File: src/sv/asf_pkg.sv
// shared constants, register indexes and helpers of the asymmetric slide filter
package asf_pkg;

  localparam int unsigned NCH        = 2;
  localparam int unsigned SAMPLE_W   = 16;
  localparam int unsigned HIST_EXTRA = 16;
  localparam int unsigned HIST_W     = SAMPLE_W + HIST_EXTRA;
  localparam int unsigned SLIDE_FRAC = 8;
  localparam int unsigned SLIDE_W    = 16 + SLIDE_FRAC;
  localparam int unsigned WORK_FRAC  = SLIDE_FRAC + HIST_EXTRA;
  localparam int unsigned ACC_W      = 64;
  localparam int unsigned BLEN_W     = 13;
  localparam int unsigned TDATA_W    = NCH * SAMPLE_W;

  localparam int unsigned MAX_BLOCK_DEF = 4096;

  // channel divider: quotient never exceeds the history step magnitude
  localparam int unsigned CDIV_Q_W = HIST_W + 1;
  localparam int unsigned CDIV_N_W = CDIV_Q_W + WORK_FRAC;
  localparam int unsigned CDIV_D_W = CDIV_N_W + 1;

  localparam int unsigned CFG_IDX_W  = 2;
  localparam logic [CFG_IDX_W-1:0] REG_SLIDE_UP   = 2'd0;
  localparam logic [CFG_IDX_W-1:0] REG_SLIDE_DOWN = 2'd1;
  localparam logic [CFG_IDX_W-1:0] REG_BLOCK_LEN  = 2'd2;

  localparam logic [SLIDE_W-1:0]  SLIDE_RESET = SLIDE_W'(1) << SLIDE_FRAC;
  localparam logic [BLEN_W-1:0]   BLEN_RESET  = BLEN_W'(64);
  localparam logic [ACC_W-1:0]    SLIDE_ONE   = ACC_W'(1) << WORK_FRAC;
  localparam logic [CDIV_D_W-1:0] CDEN_CAP    = CDIV_D_W'(1) << CDIV_N_W;

  // slide register to working Q16.24, clamped to at least one
  function automatic logic [ACC_W-1:0] target_of(input logic [SLIDE_W-1:0] r);
    logic [ACC_W-1:0] t;
    t = ACC_W'(r) << HIST_EXTRA;
    if (r[SLIDE_W-1:SLIDE_FRAC] == '0) begin
      t = SLIDE_ONE;
    end
    return t;
  endfunction

endpackage

File: src/sv/asymmetric_slide_filter.sv
// Asymmetric slide filter: each stereo frame moves every channel's history toward
// its input by the difference over the rising or falling slide, with both slides
// ramping linearly to their targets over each block of block_length frames. One
// frame is in work at a time. Each frame waits on the 33-step serial channel
// dividers (one per channel, running side by side); the first frame of each ramp
// block also waits on the two 64-step serial ramp dividers, which run before
// it. The output beat sits in a register, so the next frame is taken while a
// result still waits.
module asymmetric_slide_filter
  import asf_pkg::*;
#(
  parameter int unsigned MAX_BLOCK = MAX_BLOCK_DEF
) (
  input  logic                 clk_i,
  input  logic                 rst_ni,
  input  logic                 cfg_we_i,
  input  logic [CFG_IDX_W-1:0] cfg_addr_i,
  input  logic [SLIDE_W-1:0]   cfg_wdata_i,
  input  logic                 s_axis_tvalid,
  output logic                 s_axis_tready,
  input  logic [TDATA_W-1:0]   s_axis_tdata,   // left_in, right_in
  output logic                 m_axis_tvalid,
  input  logic                 m_axis_tready,
  output logic [TDATA_W-1:0]   m_axis_tdata    // left_out, right_out
);

  localparam int unsigned LEN_W = $clog2(MAX_BLOCK + 1);
  localparam int unsigned EXT_W = BLEN_W + LEN_W;

  localparam logic [2:0] ST_IDLE = 3'd0;
  localparam logic [2:0] ST_RAMP = 3'd1;
  localparam logic [2:0] ST_STEP = 3'd2;
  localparam logic [2:0] ST_LOAD = 3'd3;
  localparam logic [2:0] ST_DIV  = 3'd4;
  localparam logic [2:0] ST_FIN  = 3'd5;

  logic [SLIDE_W-1:0] slide_up_q, slide_down_q;
  logic [BLEN_W-1:0]  blen_q;
  logic [2:0]         state_q, state_d;
  logic [LEN_W-1:0]   pos_q, len;
  logic [EXT_W-1:0]   blen_ext;
  logic               last_frame;

  // index 0 rising, index 1 falling
  logic [ACC_W-1:0] now_q [2];
  logic [ACC_W-1:0] inc_q [2];
  logic [ACC_W-1:0] tgt   [2];
  logic [ACC_W-1:0] rdiff [2];
  logic [ACC_W-1:0] rmag  [2];
  logic [ACC_W-1:0] rquo  [2];
  logic [1:0]       rdone;

  logic [SAMPLE_W-1:0] smp_q    [NCH];
  logic [HIST_W-1:0]   hist_q   [NCH];
  logic [HIST_W-1:0]   hist_new [NCH];
  logic [HIST_W-1:0]   x        [NCH];
  logic [HIST_W:0]     cdiff    [NCH];
  logic [HIST_W:0]     cmag     [NCH];
  logic [HIST_W+1:0]   cstep    [NCH];
  logic [ACC_W-1:0]    slide    [NCH];
  logic [CDIV_N_W-1:0] cnum     [NCH];
  logic [CDIV_D_W-1:0] cden     [NCH];
  logic [CDIV_Q_W-1:0] cquo     [NCH];
  logic [NCH-1:0]      cdone;

  logic                m_valid_q;
  logic [TDATA_W-1:0]  m_data_q, m_data_d;
  logic                s_acc, rstart, cstart, out_free;

  assign s_axis_tready = (state_q == ST_IDLE);
  assign s_acc         = s_axis_tvalid && s_axis_tready;
  assign rstart        = s_acc && (pos_q == '0);
  assign cstart        = (state_q == ST_LOAD);
  assign out_free      = !m_valid_q || m_axis_tready;

  // block length, zero counts as one, clamped to the maximum
  assign blen_ext = EXT_W'(blen_q);
  always_comb begin
    if (blen_q == '0) begin
      len = LEN_W'(1);
    end else if (blen_ext > EXT_W'(MAX_BLOCK)) begin
      len = LEN_W'(MAX_BLOCK);
    end else begin
      len = LEN_W'(blen_q);
    end
  end

  assign last_frame = ({1'b0, pos_q} + (LEN_W+1)'(1)) >= {1'b0, len};

  assign tgt[0] = target_of(slide_up_q);
  assign tgt[1] = target_of(slide_down_q);

  for (genvar g = 0; g < 2; g++) begin : g_ramp
    assign rdiff[g] = tgt[g] - now_q[g];
    assign rmag[g]  = rdiff[g][ACC_W-1] ? -rdiff[g] : rdiff[g];

    asf_serdiv #(
      .N_W(ACC_W),
      .D_W(LEN_W),
      .Q_W(ACC_W)
    ) u_rdiv (
      .clk_i  (clk_i),
      .rst_ni (rst_ni),
      .start_i(rstart),
      .num_i  (rmag[g]),
      .den_i  (len),
      .done_o (rdone[g]),
      .quo_o  (rquo[g])
    );
  end

  for (genvar c = 0; c < NCH; c++) begin : g_chan
    assign x[c]     = {smp_q[c], {HIST_EXTRA{1'b0}}};
    assign cdiff[c] = {x[c][HIST_W-1], x[c]} - {hist_q[c][HIST_W-1], hist_q[c]};
    assign cmag[c]  = cdiff[c][HIST_W] ? -cdiff[c] : cdiff[c];
    assign cnum[c]  = {cmag[c], {WORK_FRAC{1'b0}}};

    always_comb begin
      slide[c] = ($signed(x[c]) > $signed(hist_q[c])) ? now_q[0] : now_q[1];
      if ($signed(slide[c]) < $signed(SLIDE_ONE)) begin
        slide[c] = SLIDE_ONE;
      end
      // anything above the largest numerator gives a zero quotient
      if (|slide[c][ACC_W-2:CDIV_N_W]) begin
        cden[c] = CDEN_CAP;
      end else begin
        cden[c] = slide[c][CDIV_D_W-1:0];
      end
    end

    asf_serdiv #(
      .N_W(CDIV_N_W),
      .D_W(CDIV_D_W),
      .Q_W(CDIV_Q_W)
    ) u_cdiv (
      .clk_i  (clk_i),
      .rst_ni (rst_ni),
      .start_i(cstart),
      .num_i  (cnum[c]),
      .den_i  (cden[c]),
      .done_o (cdone[c]),
      .quo_o  (cquo[c])
    );

    assign cstep[c]    = cdiff[c][HIST_W] ? -{1'b0, cquo[c]} : {1'b0, cquo[c]};
    assign hist_new[c] = hist_q[c] + cstep[c][HIST_W-1:0];
    assign m_data_d[c*SAMPLE_W +: SAMPLE_W] = hist_new[c][HIST_W-1:HIST_EXTRA];
  end

  always_comb begin
    state_d = state_q;
    unique case (state_q)
      ST_IDLE: begin
        if (s_acc) begin
          state_d = rstart ? ST_RAMP : ST_STEP;
        end
      end
      ST_RAMP: begin
        if (&rdone) begin
          state_d = ST_STEP;
        end
      end
      ST_STEP: state_d = ST_LOAD;
      ST_LOAD: state_d = ST_DIV;
      ST_DIV: begin
        if (&cdone) begin
          state_d = ST_FIN;
        end
      end
      ST_FIN: begin
        if (out_free) begin
          state_d = ST_IDLE;
        end
      end
      default: state_d = ST_IDLE;
    endcase
  end

  always_ff @(posedge clk_i or negedge rst_ni) begin
    if (!rst_ni) begin
      state_q      <= ST_IDLE;
      slide_up_q   <= SLIDE_RESET;
      slide_down_q <= SLIDE_RESET;
      blen_q       <= BLEN_RESET;
      pos_q        <= '0;
      m_valid_q    <= 1'b0;
      for (int i = 0; i < 2; i++) begin
        now_q[i] <= SLIDE_ONE;
        inc_q[i] <= '0;
      end
      for (int i = 0; i < NCH; i++) begin
        hist_q[i] <= '0;
      end
    end else begin
      state_q <= state_d;

      if (cfg_we_i) begin
        unique case (cfg_addr_i)
          REG_SLIDE_UP:   slide_up_q   <= cfg_wdata_i;
          REG_SLIDE_DOWN: slide_down_q <= cfg_wdata_i;
          REG_BLOCK_LEN:  blen_q       <= cfg_wdata_i[BLEN_W-1:0];
          default: ;
        endcase
      end

      if (state_q == ST_RAMP && (&rdone)) begin
        for (int i = 0; i < 2; i++) begin
          inc_q[i] <= rdiff[i][ACC_W-1] ? -rquo[i] : rquo[i];
        end
      end

      if (state_q == ST_STEP) begin
        for (int i = 0; i < 2; i++) begin
          now_q[i] <= last_frame ? tgt[i] : now_q[i] + inc_q[i];
        end
        pos_q <= last_frame ? '0 : pos_q + LEN_W'(1);
      end

      if (state_q == ST_FIN && out_free) begin
        for (int i = 0; i < NCH; i++) begin
          hist_q[i] <= hist_new[i];
        end
        m_valid_q <= 1'b1;
      end else if (m_axis_tready) begin
        m_valid_q <= 1'b0;
      end
    end
  end

  always_ff @(posedge clk_i) begin
    if (s_acc) begin
      for (int i = 0; i < NCH; i++) begin
        smp_q[i] <= s_axis_tdata[i*SAMPLE_W +: SAMPLE_W];
      end
    end
    if (state_q == ST_FIN && out_free) begin
      m_data_q <= m_data_d;
    end
  end

  assign m_axis_tvalid = m_valid_q;
  assign m_axis_tdata  = m_data_q;

endmodule

File: src/sv/asf_serdiv.sv
// radix-2 restoring divider, one quotient bit per cycle
module asf_serdiv #(
  parameter int unsigned N_W = 64,
  parameter int unsigned D_W = 13,
  parameter int unsigned Q_W = 64
) (
  input  logic           clk_i,
  input  logic           rst_ni,
  input  logic           start_i,
  input  logic [N_W-1:0] num_i,
  input  logic [D_W-1:0] den_i,
  output logic           done_o,
  output logic [Q_W-1:0] quo_o
);

  localparam int unsigned CNT_W = $clog2(Q_W + 1);

  logic [CNT_W-1:0] cnt_q;
  logic             done_q;
  logic [D_W-1:0]   rem_q, rem_d, den_q, rem_init;
  logic [Q_W-1:0]   sh_q;
  logic [D_W:0]     trial, diff;
  logic             ge;

  // upper numerator bits are known to stay below the divisor
  if (N_W > Q_W) begin : g_init
    assign rem_init = D_W'(num_i[N_W-1:Q_W]);
  end else begin : g_zero
    assign rem_init = '0;
  end

  assign trial = {rem_q, sh_q[Q_W-1]};
  assign diff  = trial - {1'b0, den_q};
  assign ge    = trial >= {1'b0, den_q};
  assign rem_d = ge ? diff[D_W-1:0] : trial[D_W-1:0];

  always_ff @(posedge clk_i or negedge rst_ni) begin
    if (!rst_ni) begin
      cnt_q  <= '0;
      done_q <= 1'b0;
    end else begin
      done_q <= (cnt_q == CNT_W'(1));
      if (start_i) begin
        cnt_q <= CNT_W'(Q_W);
      end else if (cnt_q != '0) begin
        cnt_q <= cnt_q - CNT_W'(1);
      end
    end
  end

  always_ff @(posedge clk_i) begin
    if (start_i) begin
      rem_q <= rem_init;
      sh_q  <= num_i[Q_W-1:0];
      den_q <= den_i;
    end else if (cnt_q != '0) begin
      rem_q <= rem_d;
      sh_q  <= {sh_q[Q_W-2:0], ge};
    end
  end

  assign done_o = done_q;
  assign quo_o  = sh_q;

endmodule

File: config.mk
export PLATFORM = sky130hd
export DESIGN_NAME = asymmetric_slide_filter
export DESIGN_NICKNAME = d
export VERILOG_FILES = /design/src/sv/asf_pkg.sv /design/src/sv/asymmetric_slide_filter.sv /design/src/sv/asf_serdiv.sv
export SDC_FILE = /design/constraint.sdc
export NUM_CORES = 2
export LEC_CHECK = 0
export BUFFER_PORTS_ARGS = -buffer_cell sky130_fd_sc_hd__buf_2
export CORE_ASPECT_RATIO = 0.5
export CORE_MARGIN = 3
export CORE_UTILIZATION = 45
export DETAILED_ROUTE_END_ITERATION = 8
export GPL_TIMING_DRIVEN = 0
export PLACE_DENSITY = 0.65
export SYNTH_ARGS = -nofsm -noshare
export SYNTH_HDL_FRONTEND = slang
export SYNTH_SLANG_ARGS = --single-unit
File: constraint.sdc
create_clock -name clk_i -period 6.6 [get_ports clk_i]
set_input_delay 1.65 -clock clk_i [delete_from_list [all_inputs] [get_ports clk_i]]
set_output_delay 1.65 -clock clk_i [all_outputs]
set_load 0.02 [all_outputs]
* Word-level counts from Yosys, hierarchy flattened *
Memories as Yosys holds them, arrays and structs flattened.
Cells that the tools add are included.

word-level totals
  flip-flop bits (word level) = 925
  bits in latches = 0
  bits in writable memories = 32
  bits in read-only memories = 0
  input port bits = 63
  memories = 1

memories
  memory  words  width  read ports  clocked after memory_dff  wr ports  RTL line                       text
  smp_q   2      16     2           0                         2         asymmetric_slide_filter.sv:53  logic [SAMPLE_W-1:0] smp_q [NCH];

cells by class
  add/subtract/negate cells = 26
  $mul = 0
  div/mod/pow operators = 0
  magnitude comparators = 10
  equal/unequal tests = 15
  shift operators = 0
  muxes and demuxes = 53
  bitwise logic cells = 0
  reduce and logical (&&, ||, !) cells = 31

operators by type and width
  kind                                                                             count
  64-bit 2-to-1 mux                                                                12
  64-bit negation                                                                  4
  33-bit 2-to-1 mux                                                                6
  64-bit adder                                                                     2
  64-bit by 26-bit less-than comparator with 1-bit output (second input constant)  2
  64-bit subtractor                                                                2
  63-bit 2-to-1 mux                                                                2
  59-bit by 58-bit >= comparator with 1-bit output                                 2
  58-bit 2-to-1 mux                                                                2
  58-bit subtractor                                                                2
  24-bit 2-to-1 mux                                                                4
  40-bit 2-to-1 mux                                                                2
  33-bit negation                                                                  2
  32-bit by 32-bit subtractor with 33-bit output                                   2
  13-bit 2-to-1 mux                                                                5
  32-bit adder                                                                     2
  32-bit > comparator                                                              2
  32-bit 2-to-1 mux                                                                2
  32-bit negation                                                                  2
  14-bit by 13-bit >= comparator with 1-bit output                                 3
  16-bit logical NOT                                                               2
  7-bit 2-to-1 mux                                                                 4
  13-bit logical NOT                                                               2
  13-bit subtractor                                                                2
  other kinds (31)                                                                 63

* Longest topological paths before layout *
  depth in word-level cells = 6
  gate-level depth with buffers = 27
  depth with buffers taken out = 24

* Modules after synthesis *
From an unflattened synthesis, not the netlist that was laid out.

unflattened totals
  cells, all modules = 8639
  area total of the unflattened synthesis = 75105.8 um^2

modules (own cells, without submodules)
  module                              times used  cells an instance  area each (um^2)
  asymmetric_slide_filter             1           5825               45332.2
  asf_serdiv at g_chan[0].u_cdiv ...  2           1046               10108.4
  asf_serdiv at g_ramp[0].u_rdiv ...  2           361                4778.3

* Worst setup path after synthesis *
Ideal clock, no wire load.

  path kind = register -> register
  start point = register hist_q[33] (netlist bit)
  end point = register m_data_q[15], in the netlist m_axis_tdata[15], data pin
  arrival time = 6.617 ns
  required time = 6.333 ns
  path slack = -0.283 ns
  stages on the path, launching flop included = 27
  path through = dfrtp_1 inv_1 ha_1 or4b_1 clkbuf_1 or4_1 clkbuf_1 o21ai_1 a32oi_1 o21ai_0 a21oi_1 clkbuf_1 clkbuf_1 o21ai_0 ha_1 a21o_1 a21o_1 a2111oi_0 o21ai_0 a41oi_1 o31a_1 a21oi_1 o41a_1 a41oi_1 nand2b_1 a21oi_1 xnor2_1

RTL lines
  element                           RTL line                        text
  start: declaration                asymmetric_slide_filter.sv:54   logic [HIST_W-1:0] hist_q [NCH];
  start signal: indexed assignment  asymmetric_slide_filter.sv:221  hist_q[i] <= hist_new[i];
  end signal: assignment            asymmetric_slide_filter.sv:237  m_data_q <= m_data_d;
  end: declaration                  asymmetric_slide_filter.sv:67   logic [TDATA_W-1:0] m_data_q, m_data_d;

==> flow_summary_export.csv <==
group,metric,value,unit
yosys,synthCells,8674,
yosys,synthDistinctLibCells,106,
cts,cts-htree-levels,3,
cts,cts-root-buf,"clkbuf_16",
die,die_h,289.5,um
yosys,synth_fp_nets,9189,
critical_path,criticalPathCategory,"register to register",
placed_design,detailed_place_hpwl,208700,um
yosys,yosysTopAreaCellShare,16.07,%
yosys,yosysWarningCount,0,
run_status,violations,"capacitance limit, slew limit",
detailed_routing,drt_iter0_drc,7255,
detailed_routing,avgRoutedWirePerCell,24.09,um
die,core,158800,um^2
critical_path,path_max_fanout,10,
cts,clkTransAtPathRegs,0.06,ns
timing,fmax,0.1540,GHz
run_status,status,"finished with violations",
job,maxCapViolations,1,
yosys,synth.largest_area_cell,"edfxtp_1",
cts,cts.sinks,957,
critical_path,cp_top_family,"compound AO/OA/AOI/OAI gates",
detailed_routing,avgViaCountPerCell,6.096,
critical_path,slowest_delay,0.67,ns
detailed_routing,drc,0,
die,rows,103,
timing,setup_viol,0,
critical_path,path_buf_inv,2,
die,initial_core_util,45.56,%
timing,finalCritPeriodShare,98.39,%
yosys,synth_ff_type,"dfrtp_1",
global_route,antenna_found_initial,23,
cells_and_area,layout.nets,9407,
yosys,synth_area_leaders,"edfxtp_1 (16%), dfrtp_1 (15%), ha_1 (7.7%), a21oi_1 (6.0%), xnor2_1 (5.5%)",
die,die_area,165900,um^2
detailed_routing,ant_nets,0,
global_route,grt_pass1_vias,61810,
cts,tritoncts,"yes",
timing,fin_crit,6.494,ns
cells_and_area,drive_above_1_share,6.271,%
critical_path,start_kind,"register",
yosys,synth_area_per_cell,8.340,um^2
cts,cts_buffer_depth,3,
critical_path,crit_chain,"ha_1 -> or3b_2 -> nor3_1 -> a21oi_1 -> o311ai_1 -> nand3_1 -> a21boi_0 -> o21ai_0 -> a21oi_2 -> clkbuf_1 -> buf_1 -> nor2_1 -> a21oi_1 -> nor2_1",
global_route,grt_usage,31.14,%
yosys,yosysSeqAreaShare,34.81,%
critical_path,end_kind,"register",
worst_hold_path,hp-class,"register to register",
critical_path,required,7.01,ns
yosys,synth-edff-count,387,
timing,fin_setup_tns,0,ns
critical_path,cp.arrival,6.90,ns
global_route,gr-total-overflow,0,
yosys,ys_seq_elements,957,
yosys,post-synth-top-count-cell,"nand2_1",
critical_path,slowest_stage,"clkbuf_1",
cts,clkLatencyLatePin,0.75,ns
timing,final_hold_viol_count,0,
yosys,synth-async-reset-ratio,44.72,%
die,io_pins,97,
yosys,synthesis.area,72340,um^2
cells_and_area,area_growth,10.22,%
yosys,synth_common_cells,"nand2_1 (1000), a21oi_1 (874), nor2_1 (719), o21ai_0 (697), xnor2_1 (455)",
placed_design,gp_congestion,1.024,
die,fp.dieW,573.0,um
timing,drv_slew,11,
cts,cts_buffers,98,
detailed_routing,via_count,67890,
timing,fin_skew,0.03432,ns
timing,maxSlewHeadroom,-0.8932,%
global_route,grt_max_degree,119,
placed_design,port_buffers,96,
detailed_routing,firstDrtPassIters,6,
detailed_routing,routed_wl,268300,um
timing,tightest_slew,1.513,ns
global_route,grt_pass1_wl,394500,um
==> metal layers <==
| layer | track usage [%] | vias to the layer above | wire length (um) |
|---|---|---|---|
| met5 | 0 | - | 115 |
| met4 | 11.21 | 18 | 10180 |
| met3 | 7.311 | 509 | 27550 |
| met2 | 46.47 | 2982 | 112100 |
| met1 | 43.95 | 32800 | 118400 |
| li1 | - | 31580 | - |
==> cells by family after synthesis <==
kind of cell / count (synthesis) / share of synthesized area, %
adder cells (fa/ha/maj): 452 / 7.901
buffers and inverters: 860 / 4.499
AND/OR/NAND/NOR: 2808 / 18.25
multiplexers: 182 / 2.652
AO/OA/AOI/OAI: 2599 / 22.01
flip-flops: 957 / 34.81
XOR/XNOR: 816 / 9.880
==> registers in the layout, indices dropped and copies added (netlist names), 26 cells and up <==
signal               flops
inc_q                  128
smp_q                   32
hist_q                  64
g_chan.u_cdiv.den_q    116
g_ramp.u_rdiv.rem_q     26
m_axis_tdata            32
now_q                  128
g_chan.u_cdiv.quo_o     66
g_chan.u_cdiv.rem_q    116
g_ramp.u_rdiv.quo_o    128
==> metrics by stage <==
step / area (um^2) / instances / hold slack (ns) / setup slack [ns] / utilization, %
2_1_floorplan: 72350 / 8674 / 0.4456 / 0.04009 / -
3_3_place_gp: 75520 / 10920 / 0.4702 / -6.041 / 47.56
3_5_place_dp: 75810 / 10930 / 0.4857 / -1.792 / 47.75
4_1_cts: 79440 / 11120 / 0.4962 / -0.04895 / 50.03
5_1_grt: 79710 / 11130 / 0.5184 / -0.03473 / 50.21
6_report: 79730 / 11140 / 0.4955 / 0.1062 / 50.22
==> cell usage in the layout (no fill, tap or decap), types with 369 or more instances in the layout <==
cell and n:
inv_1 369, edfxtp_1 387, xnor2_1 452, nand2_1 998, o21ai_0 692, ha_1 442
a21oi_1 868, clkbuf_1 429, nor2_1 719, dfrtp_1 421
==> final timing paths <==
kind | startpoint | end | cells after the start | slack, ns
max in group asynchronous | rst_ni | blen_q[9] | 4 | 3.75
worst min register to register | g_chan[0].u_cdiv.rem_q[43] | g_chan[0].u_cdiv.rem_q[43] | 2 | 0.50
min in group asynchronous | rst_ni | hist_q[18] | 1 | 0.87
worst max register to register | smp_q[0][0] | g_chan[0].u_cdiv.den_q[16] | 14 | 0.11
worst min-delay path | g_chan[0].u_cdiv.rem_q[43] | g_chan[0].u_cdiv.rem_q[43] | 2 | 0.50
worst max-delay path | smp_q[0][0] | g_chan[0].u_cdiv.den_q[16] | 14 | 0.11
==> worst reg2reg max path, stage by stage (launching register included) <==
cell	delay, ns
edfxtp_1	0.45
ha_1	0.35
or3b_2	0.53
nor3_1	0.42
a21oi_1	0.16
o311ai_1	0.65
nand3_1	0.22
a21boi_0	0.30
o21ai_0	0.21
a21oi_2	0.66
clkbuf_1	0.69
buf_1	0.56
nor2_1	0.09
a21oi_1	0.58
nor2_1	0.29
==> area by class of cell <==
type | instances | area [um^2]
Antenna cell | 7 | 17.52
Multi-Input combinational cell | 6857 | 44240
Timing Repair Buffer | 124 | 877.1
Buffer | 481 | 1898
Fill cell | 15420 | 79040
Tap cell | 2152 | 2693
Sequential cell | 957 | 25180
Inverter | 373 | 1400
Clock buffer | 123 | 2670
Clock inverter | 63 | 752.0
==> what timing repair did <==
| action | in CTS | in global routing |
|---|---|---|
| resized for setup | 46 | 52 |
| hold buffers | 0 | 0 |
| endpoints found under the hold margin | 0 | 0 |
| pin swaps | 7 | 9 |
| buffers inserted | 7 | 9 |
| setup endpoints to repair | 111 | 233 |
Power is not shown: default switching activity piles up to over one toggle a cycle in this logic, so the estimate is an artifact.
